--- src/sv/vaar_pkg.sv ---
// Package for the axis-angle vector rotator: fixed-point constants and the
// CORDIC arctangent table. No dependencies.
package vaar_pkg;

    // CORDIC word: Q30 with headroom for the gain and the angle accumulator.
    typedef logic signed [33:0] t_cw;

    // Angle constants in Q4.28, one guard bit for the wrap.
    localparam logic signed [32:0] PI_Q28      = 33'sd843314857;
    localparam logic signed [32:0] TWO_PI_Q28  = 33'sd1686629713;
    localparam logic signed [32:0] HALF_PI_Q28 = 33'sd421657428;

    // Largest folded angle word in Q30 (four times pi/2 in Q28).
    localparam t_cw Z_LIMIT = 34'sd1686629712;

    localparam t_cw ONE_Q30 = 34'sd1073741824;
    localparam logic signed [63:0] GAIN_Q30       = 64'sd652032874;
    localparam logic signed [63:0] GAIN_DELTA_Q30 = 64'sd434688583;

    // atan(2^-i) in Q30, rounded to nearest.
    function automatic t_cw atan_q30(input int unsigned i);
        t_cw r;
        case (i)
            0:  r = 34'sd843314857;
            1:  r = 34'sd497837829;
            2:  r = 34'sd263043837;
            3:  r = 34'sd133525159;
            4:  r = 34'sd67021687;
            5:  r = 34'sd33543516;
            6:  r = 34'sd16775851;
            7:  r = 34'sd8388437;
            8:  r = 34'sd4194283;
            9:  r = 34'sd2097149;
            10: r = 34'sd1048576;
            default: begin
                if (i <= 30) r = 34'sd1 <<< (30 - i);
                else         r = '0;
            end
        endcase
        return r;
    endfunction

endpackage

--- src/sv/vaar_reduce.sv ---
// Two-stage angle reduction: wrap into [-pi, pi], then fold into [-pi/2, pi/2].
// Depends on vaar_pkg.
module vaar_reduce #(
    parameter int SW = 1
) (
    input  logic              i_clk,
    input  logic              i_rst_n,
    input  logic              i_en,
    input  logic              i_vld,
    input  logic signed [31:0] i_angle,
    input  logic [SW-1:0]     i_side,
    output logic              o_vld,
    output vaar_pkg::t_cw     o_z,
    output logic              o_neg,
    output logic [SW-1:0]     o_side
);

    logic [1:0]             r_vld;
    logic signed [32:0]     r_a;
    logic [SW-1:0]          r_sd1;
    logic [SW-1:0]          r_sd2;
    vaar_pkg::t_cw          r_z;
    logic                   r_neg;
    logic signed [32:0]     n_a;
    logic signed [32:0]     a_in;
    logic signed [32:0]     n_f;
    logic                   n_neg;

    always_comb begin
        a_in = 33'(i_angle);
        if (a_in > vaar_pkg::PI_Q28) begin
            n_a = a_in - vaar_pkg::TWO_PI_Q28;
        end else if (a_in < -vaar_pkg::PI_Q28) begin
            n_a = a_in + vaar_pkg::TWO_PI_Q28;
        end else begin
            n_a = a_in;
        end
    end

    always_comb begin
        n_neg = 1'b1;
        if (r_a > vaar_pkg::HALF_PI_Q28) begin
            n_f = r_a - vaar_pkg::PI_Q28;
        end else if (r_a < -vaar_pkg::HALF_PI_Q28) begin
            n_f = r_a + vaar_pkg::PI_Q28;
        end else begin
            n_f   = r_a;
            n_neg = 1'b0;
        end
    end

    always_ff @(posedge i_clk) begin
        if (!i_rst_n) begin
            r_vld <= '0;
        end else if (i_en) begin
            r_vld <= {r_vld[0], i_vld};
        end
    end

    always_ff @(posedge i_clk) begin
        if (i_en) begin
            r_a   <= n_a;
            r_sd1 <= i_side;
            r_z   <= 34'(n_f) <<< 2;
            r_neg <= n_neg;
            r_sd2 <= r_sd1;
        end
    end

    assign o_vld  = r_vld[1];
    assign o_z    = r_z;
    assign o_neg  = r_neg;
    assign o_side = r_sd2;

`ifndef SYNTHESIS
    a_fold_range: assert property (@(posedge i_clk) disable iff (!i_rst_n)
        r_vld[1] |-> (r_z <= vaar_pkg::Z_LIMIT && r_z >= -vaar_pkg::Z_LIMIT))
        else $error("folded angle outside [-pi/2, pi/2]");
`endif

`ifndef SYNTHESIS
    a_stall_hold: assert property (@(posedge i_clk) disable iff (!i_rst_n)
        !i_en |=> $stable(r_vld))
        else $error("pipeline valid bits moved during a stall");
`endif

endmodule

--- config.mk ---
export PLATFORM = sky130hd
export DESIGN_NAME = vaar_reduce
export DESIGN_NICKNAME = d
export VERILOG_FILES = /design/src/sv/vaar_pkg.sv /design/src/sv/vaar_reduce.sv
export SDC_FILE = /design/constraint.sdc
export NUM_CORES = 1
export LEC_CHECK = 0
export ABC_AREA = 1
export BUFFER_PORTS_ARGS = -buffer_cell sky130_fd_sc_hd__buf_4
export CAP_MARGIN = 30
export CORE_MARGIN = 5
export CORE_UTILIZATION = 40
export DETAILED_ROUTE_END_ITERATION = 12
export PLACE_DENSITY_LB_ADDON = 0.12
export SYNTH_ARGS = -nofsm -noshare
export SYNTH_HDL_FRONTEND = slang
export SYNTH_SLANG_ARGS = --single-unit
--- constraint.sdc ---
create_clock -name i_clk -period 2.24 [get_ports i_clk]
set_input_delay 0.448 -clock i_clk [delete_from_list [all_inputs] [get_ports i_clk]]
set_output_delay 0.448 -clock i_clk [all_outputs]
set_load 0.02 [all_outputs]
# Yosys cells after proc, flatten, opt, wreduce, memory -nomap -nowiden
# Cells that the tools add are included.
[word_totals] register_bits=70 out_inout_bits=37 inputBits=37
[classes] add_sub_neg=4 n_mux=5 order_cmp=4
[ops] cell="$mux 33" n=2
[ops] cell="$mux 32" n=2
[ops] cell="$add 32x32->33 const B" n=1
[ops] cell="$gt 33x30->1 const B" n=1
[ops] cell="$lt 33x30->1 const B" n=1
[ops] cell="$sub 32x32->33 const B" n=1
[ops] cell="$add 32x31->32 const B" n=1
[ops] cell="$gt 32x31->1 const B" n=1
[ops] cell="$lt 32x31->1 const B" n=1
[ops] cell="$sub 32x31->32 const B" n=1
[ops] cell="$mux 1" n=1

# Longest topological paths before layout
# Gate-level depths: netlist of the first run.
[logic_depth] word_depth=3 mapped_depth=17 depth_no_buf=15

# Least setup slack after synthesis of the first run
# No wires, ideal clock.
[synth_timing] kind="input to register" start="input port i_angle[9]" end="register r_a[0], data pin" setup_ps=257 required_time_ps=1983 arrival_time_ps=1686 setup_slack_ps=297 path_stages=11 cell_sequence="buf_4 inv_1 nor2_2 nand2_1 nor2_1 nor3b_1 nand2_1 nand3_2 buf_6 nand2_1 xor2_1"
[synth_via] elab_chain_len=3 word_cells_on_any_way=4
[synth_rtl] element="from (decl)" line_no="vaar_reduce.sv:10" text="input logic signed [31:0] i_angle,"
[synth_rtl] element="$lt 32x31->1" line_no="vaar_reduce.sv:33" text="end else if (a_in < -vaar_pkg::PI_Q28) begin"
[synth_rtl] element="$mux 33" line_no="vaar_reduce.sv:33"
[synth_rtl] element="$mux 33 *" line_no="vaar_reduce.sv:31" text="if (a_in > vaar_pkg::PI_Q28) begin"
[synth_rtl] element="named net n_a[0]" line_no="vaar_reduce.sv:24" text="logic signed [32:0] n_a;"
[synth_rtl] element="to (signal assigned)" line_no="vaar_reduce.sv:62" text="r_a <= n_a;"
[synth_rtl] element="to (decl)" line_no="vaar_reduce.sv:19" text="logic signed [32:0] r_a;"
# Mark *: on every way through the listed nets, which the timed path passes. The rest lies on a longest branch.
# A chain may end at the register's enable or synchronous reset.

# Final worst setup path of the first run
[layout_timing] start="register r_a[0]" end="register r_z[14], in the netlist o_z[14], data pin"
[layout_via] elab_chain_len=3 word_cells_on_any_way=6
[layout_rtl] element="$add 32x31->32 or $lt 33x30->1 (tied branches)" line_no="vaar_reduce.sv:45, vaar_reduce.sv:44"
[layout_rtl] element="$mux 32" line_no="vaar_reduce.sv:44" text="end else if (r_a < -vaar_pkg::HALF_PI_Q28) begin"
[layout_rtl] element="$mux 32 *" line_no="vaar_reduce.sv:42" text="if (r_a > vaar_pkg::HALF_PI_Q28) begin"
[layout_rtl] element="named net n_f[12]" line_no="vaar_reduce.sv:26" text="logic signed [32:0] n_f;"
[layout_rtl] element="to (signal assigned)" line_no="vaar_reduce.sv:64" text="r_z <= 34'(n_f) <<< 2;"
[layout_rtl] element="to (decl)" line_no="vaar_reduce.sv:22" text="vaar_pkg::t_cw r_z;"
# Marked as above.

==> results.md, run 1 <==
* GRT Resource Usage Total at roughly a quarter
* Longest Clk Path Bufs at 2
* Hold_buf cts at 0
* Routability cong. at ~1.1
* CTS root buffer: clkbuf_16
* Dpl hpwl at 28300 um
* Antenna diodes at 0
* Cell with the most instances after synthesis: nand2_1
* Yosys warns at 0
* Startpoint Class: flop
* Synthesized area at roughly 8900 um2
* DRT Pass-1 Iters at 5
* Die height at approximately 160 um
* Clk sinks at 70
* LEAKAGE at between 0.006 and 0.007 uW
* CTS tree: yes
* H-tree depth at 3
* WP buf/inv at 2
* CP most frequent cell: nand2_1
* Slew Limit Fails at 0
* Synth Instances at ~1600
* Tightest Hold Check Type: input pin to flop
* Ys flop type: edfxtp_1
* Clock transition at path regs at around 0.06 ns
* Vias in the first global route at 10400
* Clk_lat worst skew at 0.34 ns
* Slowest cell on crit path: edfxtp_1
* Critical Path Fanout Max at 7
* Die X at 160 um
* Top-area cell type share of the netlist area at roughly 30%
* Max incr delay on CP at ~0.43 ns
* Final setup vio count at 0
* Core footprint at about 22000 um2
* Post-synthesis async set-or-reset flop share at 0%
* CTS buffer count at 9
* Fill cell count at 2333
* DRT iter0 DRCs at between 700 and 800
* Total grt overflow at 0
* Syn avg cell area at between 5 and 6 um2
* Critical path required time at between 2 and 2.5 ns
* WS Path Type: flop to flop
* Final Hold Fails at 0
* Via-to-Cell Ratio at 5.12
* DIE AREA at between 20000 and 30000 um2
* Mean routed wirelength per cell at between 15 and 20 um
* Max rail drop VDD at between 0.2 and 0.3 mV
* Vias at between 10000 and 15000
* Final wirelength at around 34000 um
* Final Util at a little over half
* EDFF count, synth at between 60 and 70
* Initial Utilization at between 40 and 50%
* Total power at between 6000 and 7000 uW
* Synth cell types at 42
* Status: finished clean
* First-pass GRT wire length at between 50000 and 60000 um
* Largest net degree at the start of global routing at 36
* Max Freq at 466 MHz
* Worst Setup End Kind: flop
* IO buf count at 71
* Worst slew margin at about three fifths
* Synth Register Bits at 70
* ANT nets after route at 0
* Setup Skew at 0.00745 ns
* CP Cell Sequence: inv_1 -> ha_2 -> nand4_1 -> nor2_2 -> nand4_1 -> nor2_2 -> nor2_4 -> buf_4 -> nand3b_1 -> nand2_1 -> nand2_1 -> nand2_1
* PnR worst setup slack at between 0.09 and 0.1 ns
* Pwr Density at 522 nW/um2
* Sequential-to-total area share from yosys stat at roughly a quarter
* Max-Cap Viols at 0
* Layout cells sized above 1 at between 10% and 20%
* Ports at 74
* Slew @ Worst Pin at about 0.62 ns
* Final worst path period share at between 90% and 100%
* Initial antenna violation count at 0
* Hold Slack at ~0.28 ns
* Post-synth top area cell: nand2_1
* Worst Path Arrival at 2.23 ns
* Largest cells by area after synthesis: nand2_1 (30%), edfxtp_1 (23%), nor2_1 (8.1%), nand3_1 (7.4%), inv_1 (6.4%)
* Final #Nets at 1885
* Setup WS pre-CTS at -0.221 ns
* CP delay by family, top: simple AND/OR/NAND/NOR gates
* Top post-synthesis cells by count: nand2_1 (708), nor2_1 (193), inv_1 (152), nand3_1 (133), edfxtp_1 (68)
* Area delta synth->final at 28.5%
* Number of remaining DRC errors at 0
* Final min period at 2.15 ns
* Row count at 54
==> cells in the final DEF (no fill, tap or decap), drive strengths merged, types with 2 or more instances in the layout <==
master	n
nand2	712
bufinv	2
nor4	7
nor2	202
o21ai	53
clkinv	4
conb	2
nand3b	4
edfxtp	68
ha	8
nor3	38
inv	170
xnor2	2
nor2b	2
o21bai	3
buf	278
xor2	52
dfxtp	2
nand3	138
a21oi	47
nand4	22
and2	4
o211ai	3
a31oi	5
nor3b	2
clkbuf	9
==> cells by family after synthesis <==
| kind of cell | Yosys count | synth area share (%) |
|---|---|---|
| buf+inv | 232 | 11.5 |
| other cells | 1 | 0.0419 |
| fa+ha+maj | 8 | 1.12 |
| compound gates | 115 | 6.83 |
| flops | 70 | 23.3 |
| simple gates | 1132 | 52.0 |
| xor+xnor | 54 | 5.29 |
==> stage by stage <==
step,cells,TNS (ns),area [um2]
after CTS,2114,0,11400
after global routing,2125,-0.0235,11500
after detailed placement,2095,-5.37,11000
after global placement,2095,-5.99,11000
after floorplan,1613,0,8950
final,2125,0,11500
==> sequential cells by signal (all words and copies together) (netlist names) <==
name,cells
o_neg,1
o_side,1
o_z,32
r_a,33
r_sd1,1
r_vld,2
==> cell type report <==
| cell class | count | area, um2 | area share, % |
|---|---|---|---|
| clock inverters | 7 | 88.8 | 0.773 |
| inverters | 170 | 648 | 5.64 |
| clock buffers | 9 | 225 | 1.96 |
| multi-input cells | 1311 | 5890 | 51.3 |
| repair buffers | 278 | 2210 | 19.2 |
| flip-flops and latches | 70 | 2080 | 18.1 |
| well taps | 280 | 350 | 3.05 |
==> final timing paths <==
kind / start / end / slack [ns] / cells past startpoint
max reg2reg: r_a[0] / o_z[14] / 0.09 / 12
min: i_side / r_sd1 / 0.28 / 1
min reg2reg: r_sd1 / o_side / 0.42 / 0
max: r_a[0] / o_z[14] / 0.09 / 12
==> power breakdown <==
part           leakage [uW]  switching [uW]  internal [uW]
clock              0.000150             554            966
combinational       0.00519            1650           1050
sequential         0.000685             115           1670
total               0.00603            2310           3690
==> routing by layer <==
metal  track usage [%]  up-vias  routed length, um
li1                  -     5534                  -
met1              32.4     4843              14300
met2              44.3      404              16100
met3              2.33       94               1660
met4              12.6        0               1770
met5                 0        -                  0
==> what timing repair did <==
| action | CTS | global route |
|---|---|---|
| hold endpoints to repair | 0 | 0 |
| gates resized for setup | 2 | 20 |
| setup buffers | 3 | 11 |
| cloned | 0 | 0 |
| setup endpoints to repair | 2 | 32 |
Note: power is estimated with default switching activity, not from simulation.
==> run 2: changes to the inputs <==
PLACE_DENSITY = 0.67   (was not set)
PLACE_DENSITY_LB_ADDON = not set   (was 0.12)
==> run 2 against run 1 <==
Clock skew grew 0.00092 ns. Sequential power is essentially flat. Fmax shrank 1.8%. Global-route usage grew 2.0 points. Critical endpoint is now o_z[2]. First-iteration DRC count shrank 9.5%. Die area is the same.
==> results.md, run 2 (synthesis gave the netlist of run 1 again) <==
* Slew Limit Fails at 0 (unchanged)
* Status: finished clean
* Final setup vio count at 0 (unchanged)
* Ports at 74 (unchanged)
* Final min period at 2.19 ns (+0.0390 ns)
* Vias at 11000 (+1.4%)
* DIE AREA at 25400 um2 (unchanged)
* CTS root buffer: clkbuf_16
* First-pass GRT wire length at 57600 um (+7.8%)
* Area delta synth->final at 32.7%
* CTS tree: yes
* Clock transition at path regs at 0.06 ns (about the same)
* Final #Nets at 1939 (+2.9%)
* Clk_lat worst skew at 0.34 ns (about the same)
* Max rail drop VDD at 0.344 mV (+16%)
* Final Hold Fails at 0 (unchanged)
* Setup Skew at 0.00837 ns (+0.000919 ns)
* Final wirelength at 36200 um (+7.0%)
* Routability cong. at 1.01 (-4.0%)
* H-tree depth at 3 (unchanged)
* Worst setup path end: o_z[2]
* Critical path required time at 2.33 ns (about the same)
* Most common cell after layout, fill and taps aside: nand2_1
* Dpl hpwl at 30300 um (+7.3%)
* Layout cells sized above 1 at 21.5% (+2.9 points)
* Area taken by multi-input logic gates at 5930 um2 (+0.64%)
* Critical R2R Launch: r_a[11]
* Pwr Density at 508 nW/um2 (-2.8%)
* Initial antenna violation count at 0 (unchanged)
* IO buf count at 71 (unchanged)
* Longest Clk Path Bufs at 2 (unchanged)
* Final worst path period share at 97.6% (+1.7 points)
* Storage cell area at 2080 um2 (unchanged)
* Tightest Hold Check Type: input pin to flop
* Commonest non-fill, non-tap cells in the layout: nand2_1 (702), buf_4 (325), nor2_1 (187), inv_1 (150), nand3_1 (131)
* RSZ-0062 raised after global routing: true
* Crit path from: r_a[11]
* Worst r2r dst: o_z[2]
* Largest net degree at the start of global routing at 41 (+14%)
* Hold Crit Start: i_side
* GRT Resource Usage Total at 27.8% (+2.0 points)
* Total grt overflow at 0 (unchanged)
* Worst Setup End Kind: flop
* Row count at 54 (unchanged)
* Startpoint Class: flop
* Max reg flops at 33 (unchanged)
* Via-to-Cell Ratio at 5.06 (-1.1%)
* Clk sinks at 70 (unchanged)
* Top reg by flops: r_a
* Critical Path Fanout Max at 17 (+10)
* Die X at 160 um (unchanged)
* Final TNS setup at 0 ns (unchanged)
* DRT Pass-1 Iters at 7 (+2)
* Number of remaining DRC errors at 0 (unchanged)
* Worst Reg-to-Reg Cells at 11 (-1)
* Max Freq at 457 MHz (-1.8%)
* CTS buffer count at 9 (unchanged)
* Die height at 160 um (unchanged)
* Antenna diodes at 0 (unchanged)
* Worst Path Arrival at 2.28 ns (+0.05 ns)
* Flop-to-flop setup slack at 0.05 ns (-0.04 ns)
* Mean routed wirelength per cell at 16.6 um (+4.3%)
* Initial Utilization at 40.9% (unchanged)
* Core footprint at 21900 um2 (unchanged)
* ANT nets after route at 0 (unchanged)
* Max-Cap Viols at 0 (unchanged)
* DRT iter0 DRCs at 715 (-9.5%)
* WS Path Type: flop to flop
* Total power at 6020 uW (+0.38%)
* Hold Slack at 0.285 ns (+0.00824 ns)
* Vias in the first global route at 11000 (+5.7%)
* LEAKAGE at 0.00624 uW (+3.6%)
* Fill cell count at 2355 (+0.94%)
* Final Util at 54.2% (+1.7 points)
==> run 2: changes by cell type in the layout (fill, tap and decap cells not counted), moves of 3 or more <==
cell	change
o21ai_1	-3
buf_4	+57
buf_12	-5
nand2_1	-5
clkinvlp_4	+3
nand2_2	+6
==> run 2: worst min-delay path by stage <==
stage	cells past startpoint	to	slack [ns]
after floorplan	0	o_side	0.40
after global placement	0	o_side	0.42
after detailed placement	0	o_side	0.43
after CTS	1	r_sd1	0.28
after global routing	1	r_sd1	0.28
final	1	r_sd1	0.29
==> run 2: area by class of cell <==
cell class | instances | area share, %
multi-input combinational | 1312 | 50.0
sequential | 70 | 17.5
clock buffer | 9 | 1.90
clock inverter | 7 | 0.622
timing repair buffer | 331 | 21.4
inverter | 170 | 5.58
tap | 280 | 2.95
==> run 2: metal layers <==
metal / routed length [um] / vias to the layer above / GRT usage, %
li1: - / 5652 / -
met1: 15000 / 4885 / 34.2
met2: 17400 / 389 / 48.8
met3: 1610 / 103 / 1.92
met4: 2250 / 0 / 14.3
met5: 0 / - / 0
==> run 2: worst max-delay path, cell delays in order, from the launching register on <==
cell      delay (ns)
edfxtp_1        0.46
buf_4           0.18
nor2_2          0.17
inv_1           0.06
nor3_1          0.13
nand2_1         0.07
nand2_1         0.11
nand2_1         0.08
nand3_2         0.14
buf_6           0.23
nand2_1         0.14
xor2_1          0.17
==> run 2: stage by stage <==
| step | instance area [um2] | setup slack (ns) | cells |
|---|---|---|---|
| 3_5_place_dp | 11300 | -0.598 | 2146 |
| 2_1_floorplan | 8950 | 0.297 | 1613 |
| 6_report | 11900 | 0.0529 | 2179 |
| 4_1_cts | 11700 | 0.00861 | 2164 |
| 5_1_grt | 11900 | -0.0184 | 2179 |
| 3_3_place_gp | 11300 | -0.588 | 2146 |
==> run 2: repair_timing <==
item | CTS | global route
resized for setup | 4 | 32
pin swaps | 0 | 2
hold buffers | 0 | 0
gates cloned | 0 | 1
setup endpoints to repair | 46 | 61
buffers inserted | 2 | 14
==> run 2: where the power goes <==
group | total, uW | leakage, uW | switching, uW | internal, uW
registers | 1790 | 0.000685 | 118 | 1670
logic | 2800 | 0.00542 | 1690 | 1110
clock network | 1430 | 0.000136 | 570 | 863
total | 6020 | 0.00624 | 2380 | 3640
==> run 3: changes to the inputs <==
GPL_TIMING_DRIVEN = 0   (was not set)
==> run 3 against run 2 <==
Sequential share of layout area increased by 1.8 points. Non-clock buffer count down 173. Critical endpoint is now o_z[18]. First-iteration DRC count up 4.6%. Setup slack better by 0.0061 ns. Combinational power shrank 6%. Fmax increased by 0.28%. Die area unchanged.
==> results.md, run 3 (synthesis gave the netlist of run 1 again) <==
* Met3 usage at 2.12% (+0.21 points)
* DRT Pass-1 Iters at 6 (-1)
* Dpl cells at 1947 (-9.3%)
* Storage cell area at 2080 um2 (unchanged)
* Initial Utilization at 40.9% (unchanged)
* DRT iter0 DRCs at 748 (+4.6%)
* Ports at 74 (unchanged)
* ANT nets after route at 0 (unchanged)
* Tightest Hold Check Type: input pin to flop
* Routability cong. at 0.967 (-4.7%)
* Antenna diodes at 0 (unchanged)
* Die X at 160 um (unchanged)
* Met1 usage at 32.7% (-1.5 points)
* Layout cells sized above 1 at 16.5% (-5.0 points)
* Area delta synth->final at 20.6%
* DIE AREA at 25400 um2 (unchanged)
* Slowest cell on crit path: edfxtp_1
* Max Freq at 459 MHz (+0.28%)
* Startpoint Class: flop
* CP delay by family, top: simple AND/OR/NAND/NOR gates
* CTS tree: yes
* Die height at 160 um (unchanged)
* Worst Path Arrival at 2.25 ns (-0.03 ns)
* Grt peak-use layer: met2
* H-tree depth at 3 (unchanged)
* Area taken by multi-input logic gates at 6210 um2 (+4.7%)
* Placed cell area at 9700 um2 (-14%)
* Critical path required time at 2.31 ns (-0.02 ns)
* Vias at 10500 (-4.5%)
* Mean routed wirelength per cell at 18.0 um (+8.3%)
* Dpl hpwl at 29000 um (-4.3%)
* Final min period at 2.18 ns (-0.00613 ns)
* Clock transition at path regs at 0.06 ns (about the same)
* Slew Limit Fails at 0 (unchanged)
* Longest Clk Path Bufs at 2 (unchanged)
* Final #Nets at 1765 (-9.0%)
* First-pass GRT wire length at 55200 um (-4.2%)
* Pwr Density at 551 nW/um2 (+8.5%)
* Final setup vio count at 0 (unchanged)
* CP most frequent cell: nand2_1
* Number of remaining DRC errors at 0 (unchanged)
* Most common cell after layout, fill and taps aside: nand2_1
* Clk_lat worst skew at 0.34 ns (about the same)
* Final worst path period share at 97.4% (-0.27 points)
* Max-Cap Viols at 0 (unchanged)
* Initial antenna violation count at 0 (unchanged)
* Setup Skew at 0.00793 ns (-0.000443 ns)
* Max incr delay on CP at 0.51 ns (+0.05 ns)
* Top reg by flops: r_a
* Grt met2 use at 48.8% (+0.076 points)
* Status: finished clean
* Final Hold Fails at 0 (unchanged)
* RSZ-0062 raised after global routing: true
* Total grt overflow at 0 (unchanged)
* Max rail drop VDD at 0.331 mV (-3.7%)
* Slew @ Worst Pin at ~0.87 ns
* Largest net degree at the start of global routing at 72 (+76%)
* Core footprint at 21900 um2 (unchanged)
* Clk sinks at 70 (unchanged)
* CTS root buffer: clkbuf_16
* Fill cell count at 2399 (+1.9%)
* Fin cells at 2005 (-8.0%)
* Post-Layout Inst Area at 10800 um2 (-9.1%)
* Vias in the first global route at 10100 (-8.3%)
* CP Cell Sequence: inv_1 -> nand4_1 -> nor2_4 -> nand4_1 -> nor2_2 -> nor2_4 -> buf_6 -> nand3_1 -> nand2_1 -> nand2_1 -> nand2_1
* WS Path Type: flop to flop
* Via-to-Cell Ratio at 5.26 (+3.8%)
* GRT Resource Usage Total at 27.2% (-0.59 points)
* LEAKAGE at 0.00543 uW (-13%)
* CTS buffer count at 9 (unchanged)
* Row count at 54 (unchanged)
* Commonest non-fill, non-tap cells in the layout: nand2_1 (688), nor2_1 (171), inv_1 (140), nand3_1 (132), buf_4 (106)
* WP buf/inv at 2 (-1)
* Final wirelength at 36000 um (-0.35%)
* Worst Setup End Kind: flop
* Critical Path Fanout Max at 10 (-7)
* IO buf count at 54 (-24%)
* Max reg flops at 33 (unchanged)
* Worst slew margin at about two fifths
[run 3: cell count changes in the layout (fill, tap and decap cells not counted), sizes merged]
| cell | before | now |
|---|---|---|
| buf | 331 | 152 |
| bufinv | 1 | 2 |
| clkbuf | 9 | 16 |
| clkinv | 2 | 4 |
| clkinvlp | 4 | 3 |
| inv | 170 | 167 |
| nand2 | 713 | 712 |
[run 3: metal layers]
layer | wire (um) | part of all wire, %
met4 | 1680 | 4.7
met2 | 18000 | 50
met3 | 1840 | 5.1
met5 | 0 | 0
met1 | 14500 | 40
[run 3: per-stage QoR]
step	utilization, %	setup WS [ns]	hold slack, ns	setup TNS [ns]	total power, uW
6_report	49.3	0.0590	0.281	0	5940
5_1_grt	49.3	-0.0227	0.278	-0.0747	6290
4_1_cts	47.1	0.000201	0.276	0	5740
3_5_place_dp	44.3	-0.784	0.426	-30.11	4090
3_3_place_gp	44.3	-0.800	0.418	-30.88	4090
2_1_floorplan	-	0.297	0.400	0	3310
[run 3: power by group]
group | internal [uW] | total [uW] | switching [uW]
sequential | 1670 | 1770 | 97.9
combinational | 880 | 2640 | 1760
clock | 973 | 1530 | 556
total | 3520 | 5940 | 2420
[run 3: final timing paths]
kind         startpoint      end  slack [ns]  cells after the start
max reg2reg     r_a[29]  o_z[18]        0.06                     11
max             r_a[29]  o_z[18]        0.06                     11
min              i_side    r_sd1        0.28                      1
min reg2reg       r_sd1   o_side        0.43                      0
[run 3: final cells by class]
cell class | instances | area share [%]
repair buffers | 96 | 6.81
multi-input cells | 1311 | 57.6
well taps | 280 | 3.25
inverters | 170 | 6.21
plain buffers | 62 | 3.92
clock buffers | 10 | 2.12
clock inverters | 6 | 0.800
flip-flops and latches | 70 | 19.3
[run 3: timing repair]
item                                    in CTS  in global routing
endpoints found under the setup margin      66                 63
cloned                                       0                  1
gates resized for setup                     43                 89
pin swaps                                    7                 13
setup buffers                               22                 19
hold buffers                                 0                  0
